`src/hw/rtl/pdo_pkg.sv`:
```
package pdo_pkg;

	// Storage sizes.
	localparam int MAX_VERTS = 8;
	localparam int AW        = $clog2(MAX_VERTS);
	localparam int CNT_W     = $clog2(MAX_VERTS + 1);
	localparam logic [CNT_W-1:0] MAX_CNT = CNT_W'(MAX_VERTS);

	// Datapath widths.
	localparam int CW    = 24;
	localparam int DW    = CW + 1;
	localparam int PW    = 2 * DW;
	localparam int HW    = PW + 1;
	localparam int QW    = 17;
	localparam int FRAC  = 16;
	localparam int TW    = QW + 1 + DW;
	localparam int ACC_W = DW + CNT_W + 1;

	localparam logic signed [ACC_W:0] SAT_HI = (ACC_W + 1)'((2 ** (CW - 1)) - 1);
	localparam logic signed [ACC_W:0] SAT_LO = (ACC_W + 1)'(-(2 ** (CW - 1)));

	// Register index of the mode bit.
	localparam logic REG_RESOLVE = 1'b0;

	typedef enum logic [1:0] {
		REQ_VERTEX  = 2'd0,
		REQ_CENTER  = 2'd1,
		REQ_COMPUTE = 2'd2
	} req_t;

	typedef struct packed {
		logic [CW-1:0] x;
		logic [CW-1:0] y;
	} pt_t;

	typedef enum logic [3:0] {
		ST_IDLE,
		ST_SEG,
		ST_EA,
		ST_EDGE,
		ST_A,
		ST_B,
		ST_DIFF,
		ST_MUL,
		ST_H,
		ST_TEST,
		ST_DIV,
		ST_TERM,
		ST_ACC,
		ST_UPD,
		ST_DONE
	} eng_state_t;

	typedef struct packed {
		logic valid;
		pt_t  c;
	} ctr_upd_t;

	typedef struct packed {
		logic done;
		logic overlap;
	} eng_stat_t;

	// Clamp a widened sum to the signed 24-bit range.
	function automatic logic [CW-1:0] sat24(input logic signed [ACC_W:0] v);
		logic [CW-1:0] r;
		if (v > SAT_HI) begin
			r = SAT_HI[CW-1:0];
		end else if (v < SAT_LO) begin
			r = SAT_LO[CW-1:0];
		end else begin
			r = v[CW-1:0];
		end
		return r;
	endfunction

endpackage

```
`src/hw/rtl/pdo_vram.sv`:
```
module pdo_vram (
	input  logic                   clk,
	input  logic                   we,
	input  logic [pdo_pkg::AW-1:0] waddr,
	input  pdo_pkg::pt_t           wdata,
	input  logic [pdo_pkg::AW-1:0] raddr,
	output pdo_pkg::pt_t           rdata
);

	pdo_pkg::pt_t mem [pdo_pkg::MAX_VERTS];

	// Write port.
	always_ff @(posedge clk) begin
		if (we) begin
			mem[waddr] <= wdata;
		end
	end

	// Registered read port.
	always_ff @(posedge clk) begin
		rdata <= mem[raddr];
	end

endmodule

```
`config.mk`:
```
export PLATFORM = sky130hd
export DESIGN_NAME = pdo_vram
export DESIGN_NICKNAME = d
export VERILOG_FILES = /design/src/hw/rtl/pdo_pkg.sv /design/src/hw/rtl/pdo_vram.sv
export SDC_FILE = /design/constraint.sdc
export NUM_CORES = 1
export LEC_CHECK = 0
export ABC_AREA = 0
export BUFFER_PORTS_ARGS = -buffer_cell sky130_fd_sc_hd__buf_2
export CORE_MARGIN = 5
export CORE_UTILIZATION = 64
export DETAILED_ROUTE_END_ITERATION = 10
export PLACE_DENSITY_LB_ADDON = 0.12
export SLEW_MARGIN = 20
export SYNTH_ARGS = -nofsm -noshare
export SYNTH_HDL_FRONTEND = slang
export SYNTH_SLANG_ARGS = --single-unit
```
`constraint.sdc`:
```
create_clock -name clk -period 9.1 [get_ports clk]
set_clock_uncertainty 0.15 [all_clocks]
set_input_delay 1.82 -clock clk [delete_from_list [all_inputs] [get_ports clk]]
set_output_delay 1.82 -clock clk [all_outputs]
set_load 0.02 [all_outputs]
```
; After elaboration in Yosys (flattened, before gate mapping)
; Memory sizes are Yosys's and may differ from the RTL's. A register that Yosys moved wholly into a read port is not among the register bits.
; Cells that the tools add are included.
[classes]
mux = 2
[ops]
columns = op, count
row1 = 1-bit two-way mux, 2
[word_totals]
ff_bits = 0
ramBits = 384
in_bits = 56
output_inout_bits = 48
elab_cells = 3
mem_count = 1
[mem_list]
columns = memory, words, word_bits, read_ports, rd_clocked_by_memory_dff, write_ports, line
row1 = mem, 8, 48, 1, 1, 1, pdo_vram.sv:10  ; pdo_pkg::pt_t mem [pdo_pkg::MAX_VERTS];

; Depth between registers and ports, before layout
; Gate-level depths: netlist of the first run.
[logic_depth]
ltp_word = 2
depth_mapped = 5
ltp_nobuf = 2

; Least setup slack after synthesis of the first run
; No wires, ideal clock.
[synth_path]
path_kind = in2reg
from = input waddr[2] in the netlist's numbering
to = memory mem[0][0] in the netlist's numbering, enable pin
setup_ns = 0.513
arrival_ns = 5.278
required_ns = 8.437
path_slack_ns = 3.159
cell_stages = 2
path_buffers = 0
path_cell_list = nand2b_1 > nor3_1
[synth_lines]
columns = element, line
row1 = "start, declared", pdo_vram.sv:4  ; input logic [pdo_pkg::AW-1:0] waddr,
row2 = "end, declared", pdo_vram.sv:10
; Straight into the memory's write port.

==> impl_results.md, run 1 <==
- Status: finished, final reports clean
- Max-cap violations: 0
- First-pass GRT wire length: 42000 µm
- Postcts setup bufs: 0
- Post-Synth Simple-Gate Area: 0.00376
- Initial Util: 0.646
- CP Class: in2reg
- Number of CTS-inserted buffers: 41
- Share of layout cells above drive strength 1: 0.407
- Die W: between 150 and 200 µm
- Pre-Repair DR Iteration Count: 5
- Final setup violation count: 0
- Final GP Congestion: 0.666
- Crit end category: flip-flop
- Synth Area in Adders: 0
- Drt drc: 0
- Slew at the pin closest to its max-slew limit: 1.08 ns
- PD cells: 232 nW/µm²
- Io pins: 104
- H-tree depth: 2
- Die Ht: approximately 170 µm
- Crit-path cells: buf_6 -> buf_4 -> mux4_1 -> mux2_4
- Worst path slowest cell: buf_4
- Clock-pin slew on the worst setup and hold paths: 0.06 ns
- Total number of vias: 6635
- Yosys top cell by area: edfxtp_1
- Worst slew margin: 0.281
- PostCTS Resize Cnt: 0
- Maximum VDD drop: 181 µV
- Max Clk Rate: approximately 250 MHz
- Synth cell types: 14
- Area of the mapped netlist: 15600 µm²
- GRT overflow: 0
- CP Max Fanout: 51
- Initial DRC Count: 520
- Post-synth net total: 672
- Hold depth: 2
- Main combinational cell family by area after synthesis: multiplexers
- Register-to-register setup slack: 7.67 ns
- Final Hold Vio Count: 0
- Min Tclk post-route: 3.93 ns
- Reg area: about 12000 µm²
- Post-DRT Antenna Nets: 0
- Cells after synthesis: 616
- Final net count: around 800
- Synth Area in Compound Gates: 0
- Placement Setup Slack: 4.55 ns
- Largest net degree at the start of global routing: 71
- CP arrival: ~4.2 ns
- Cts hold-fix bufs: 0
- Hold crit path type: reg2reg
- Fill cell count: 1343
- Number of global-route vias before repair: 7150
- Area added between synthesis and finish: 13.7%
- Fin. max-slew vios: 0
- Multi-input gate area: 2980 µm²
- Avg Inst Size Synth: 25.4 µm²
- Total GRT Usage: 0.200
- CTS max path bufs: 3
- Top post-synthesis cells by area: edfxtp_1, mux4_2, dfxtp_1, mux2_4, buf_12
- PnR worst setup slack: 5.17 ns
- Unrepaired setup endpoints after global routing: no
- Avg WL per Cell: 24.9 µm
- Seq/Total Area, Yosys: 0.800
- Synthesis Warnings: 0
- IO Port Bufs: 103
- Tcrit/Tclk final: 0.431
- Cell Rows: 57
- Mean number of vias per cell: 6.04
- LEAKAGE: 0.00599 µW
- Area fraction of the dominant cell type after synthesis: 0.738
- Root buf cell: clkbuf_16
- CP required: 9.34 ns
- Die ar.: 27600 µm²
- Worst-skew pair later-pin latency: 0.51 ns
- Setup TNS: 0 ns
- Initial antenna violation count: 3
- Final wirelength: 27300 µm
- Seq cells post-synth: 432
- CP max stage delay: between 0.8 and 0.9 ns
- # clock sinks: 432
- Post-synthesis mux area share: 0.183
- Startpoint class of the critical path: primary input
- CTS tree: yes
- Core ar.: 24200 µm²
- Reg2reg path depth: 2
- Hpwl dp: around 14000 µm
- Synth Area in XOR/XNOR: 0
## routing by layer
layer	wire (µm)	global-route usage	up-vias
met3	1570	0.0388	38
li1	-	-	2854
met1	11300	0.281	3550
met2	14000	0.329	189
met4	477	0.0580	4
met5	27	0	-
## worst paths after layout
kind                                 start         to
worst max register to register  mem[1][31]  rdata[31]
worst min register to register   mem[6][2]   rdata[2]
worst max-delay path              raddr[0]  rdata[38]
worst min-delay path             mem[6][2]   rdata[2]
## synthesized netlist by cell type
master,number
clkbuf_1,9
mux2_4,40
nand2_1,2
nand2b_1,3
buf_6,1
buf_2,12
dfxtp_1,48
mux4_2,93
nor2_1,6
mux4_1,3
edfxtp_1,384
buf_12,5
mux2_2,8
nor3_1,2
## where the power goes
group	internal [µW]	switching, µW
logic	111	130
clock network	964	649
registers	2240	22.8
total	3320	801
## worst max-delay path: cells and delay by family
| family | cells | cell delay (ns) |
|---|---|---|
| buf+inv | 2 | 1.39 |
| mux | 2 | 0.91 |
## logic make-up (layout without fill, tap and decap cells)
kind of cell | after synthesis | in the layout
buffers and inverters | 27 | 185
AND/OR/NAND/NOR | 13 | 13
multiplexers | 144 | 144
other | 0 | 1
flip-flops | 432 | 432
## stage by stage
stage          hold WS [ns]  cells   util  cell area, µm²  total power, µW
2_1_floorplan         0.496    616      -           15600             2460
3_3_place_gp          0.502   1026  0.682           16500             2540
3_5_place_dp          0.518   1026  0.682           16500             2550
4_1_cts               0.528   1098  0.735           17800             4160
5_1_grt               0.538   1099  0.735           17800             4270
6_report              0.526   1099  0.735           17800             4120
## sequential cells by signal, indices dropped and copies added (netlist names)
name / flops
rdata: 48
mem: 384
## area by class of cell
type,instances,share of cell area
Antenna cell,1,0.000141
Clock buffer,62,0.0656
Clock inverter,10,0.00676
Multi-Input combinational cell,157,0.168
Sequential cell,432,0.703
Tap cell,324,0.0228
Timing Repair Buffer,113,0.0339
## cell usage in the layout (no fill, tap or decap), types with 2 or more instances in the layout
| cell | count |
|---|---|
| buf_2 | 100 |
| buf_4 | 12 |
| bufinv_16 | 3 |
| clkbuf_1 | 15 |
| clkbuf_16 | 41 |
| clkbuf_8 | 6 |
| clkinv_1 | 4 |
| clkinv_2 | 3 |
| dfxtp_1 | 48 |
| edfxtp_1 | 384 |
| mux2_2 | 8 |
| mux2_4 | 40 |
| mux4_1 | 3 |
| mux4_2 | 93 |
| nand2_1 | 2 |
| nand2b_1 | 3 |
| nor2_4 | 6 |
| nor3_2 | 2 |
(Power assumes the default switching activity.)
==> run 2: changes to the inputs <==
Settings changed: CORE_UTILIZATION 64 to 54.
Clock period 9.1 ns to 3.3 ns, I/O delays scaled along.
==> run 2 against run 1 <==
Net effect:
- combinational power increased to 2.9 times the previous value
- register-to-register slack got worse by 5.8 ns
- setup slack got worse by 3.9 ns
- hold slack lost 0.29 ns
- total power rose to 2.8 times the previous value
- global-route usage shrank 2.3 points
==> impl_results.md, run 2 (same netlist as run 1, synthesis figures left out) <==
- Status: finished, final reports clean
- CP required: 3.56 ns (-5.78 ns)
- Drt drc: 0 (unchanged)
- Final Hold Vio Count: 0 (unchanged)
- Final net count: 812 (+1.4%)
- CP arrival: 2.25 ns (-1.92 ns)
- Layout Utilization: 0.634 (-0.101)
- Post-DRT Antenna Nets: 0 (unchanged)
- Root buf cell: clkbuf_16
- Commonest non-fill, non-tap cell in the layout: edfxtp_1
- PostCTS Resize Cnt: 0 (unchanged)
- Avg WL per Cell: 24.1 µm (-2.9%)
- Maximum VDD drop: 578 µV (+220%)
- Unrepaired setup endpoints after global routing: no
- Max Clk Rate: 500 MHz
- Top Family by Delay on Critical Path: multiplexers
- Share of layout cells above drive strength 1: 0.422 (+0.0145)
- CTS tree: yes
- # clock sinks: 432 (unchanged)
- IO Port Bufs: 103 (unchanged)
- Startpoint class of the critical path: primary input
- PD cells: 636 nW/µm² (+170%)
- Postcts setup bufs: 0 (unchanged)
- Min Tclk post-route: 2.00 ns
- PnR worst setup slack: 1.30 ns (-3.87 ns)
- GRT overflow: 0 (unchanged)
- Fin. max-slew vios: 0 (unchanged)
- Initial antenna violation count: 4 (+1)
- Placement Setup Slack: 0.723 ns (-3.82 ns)
- Worst path slowest cell: mux4_1
- Worst path bufs/invs: 2 (unchanged)
- Die ar.: 32400 µm² (+17%)
- Setup TNS: 0 ns (unchanged)
- Initial Util: 0.546 (-0.100)
- LEAKAGE: 0.00612 µW (+2.2%)
- Cts hold-fix bufs: 0 (unchanged)
- Hpwl dp: 14600 µm (+5.2%)
- First-pass GRT wire length: 43700 µm (+4.0%)
- Core ar.: 28600 µm² (+18%)
- Final setup violation count: 0 (unchanged)
- H-tree depth: 2 (unchanged)
- Most frequent cells in the layout: edfxtp_1, buf_2, mux4_2
- Mean number of vias per cell: 5.60 (-7.2%)
- CP Max Fanout: 31 (-39%)
- Area added between synthesis and finish: 16.1%
- Largest net degree at the start of global routing: 49 (-31%)
- Cell Rows: 62 (+8.8%)
- Max reg flops: 384 (unchanged)
- Biggest regs: mem (384), rdata (48)
- CP Class: in2reg
- Tcrit/Tclk final: 0.606
- Max-cap violations: 0 (unchanged)
- CP max stage delay: 0.59 ns (-0.25 ns)
- Crit end category: flip-flop
- Number of global-route vias before repair: 7152 (+0.028%)
- Final GP Congestion: 0.677 (+1.7%)
- CTS max path bufs: 3 (unchanged)
- Worst-skew pair later-pin latency: 0.53 ns (+0.02 ns)
- Worst slew margin: 0.499 (+0.218)
- Pre-Repair DR Iteration Count: 4 (-1)
- Hold crit path type: in2reg
- Crit-path cells: buf_6 -> buf_4 -> mux4_1 -> mux2_4
- Clock-pin slew on the worst setup and hold paths: 0.06 ns (about the same)
- Die Ht: 180 µm (+8.3%)
- Total GRT Usage: 0.177 (-0.0227)
- Die W: 180 µm (+8.3%)
- Number of CTS-inserted buffers: 42 (+2.4%)
- Io pins: 104 (unchanged)
- Final wirelength: 28400 µm (+3.9%)
- Initial DRC Count: 378 (-27%)
- Total number of vias: 6584 (-0.77%)
- Slew at the pin closest to its max-slew limit: 0.751 ns (-0.327 ns)
- Largest Register: mem
==> run 2: cell types whose count changed in the layout (fill, tap and decap cells not counted) <==
cell	change
nor3_4	+2
clkinv_1	+3
buf_4	-1
clkbuf_8	-5
clkbuf_16	+4
nor3_2	-2
clkbuf_1	-5
clkinv_2	+7
buf_12	+11
clkinvlp_4	+2
==> run 2: final cells by class <==
cell class / count / area, µm²
Fill cell: 1929 / 10500
Tap cell: 384 / 480
Clock buffer: 56 / 1180
Multi-Input combinational cell: 157 / 2990
Timing Repair Buffer: 123 / 815
Antenna cell: 1 / 2.50
Sequential cell: 432 / 12500
Clock inverter: 22 / 181
==> run 2: layer usage <==
metal | vias to the layer above | GRT usage | share of wire
li1 | 2886 | - | -
met1 | 3484 | 0.240 | 0.42
met2 | 161 | 0.301 | 0.51
met3 | 47 | 0.0369 | 0.052
met4 | 6 | 0.0439 | 0.017
met5 | - | 0 | 0.0014
==> run 2: power by group <==
part           switching [µW]  internal, µW
registers                60.1          6180
logic                     368           322
clock network            1870          2740
==> run 2: path summary, 6_finish.rpt <==
path	startpoint	depth (start not counted)	end	slack [ns]
worst min register to register	mem[0][38]	2	rdata[38]	0.52
worst max register to register	mem[1][31]	2	rdata[31]	1.88
worst max-delay path	raddr[0]	4	rdata[31]	1.30
worst min-delay path	wdata[21]	1	mem[6][21]	0.24
==> run 2: per-stage QoR <==
step / hold slack, ns / power, µW / cell area (µm²) / instances
after floorplan: 0.496 / 6790 / 15600 / 616
final: 0.239 / 11500 / 18100 / 1175
after CTS: 0.222 / 11700 / 18100 / 1174
after global placement: 0.504 / 7030 / 16800 / 1096
after global routing: 0.230 / 12000 / 18100 / 1175
after detailed placement: 0.514 / 7060 / 16800 / 1096
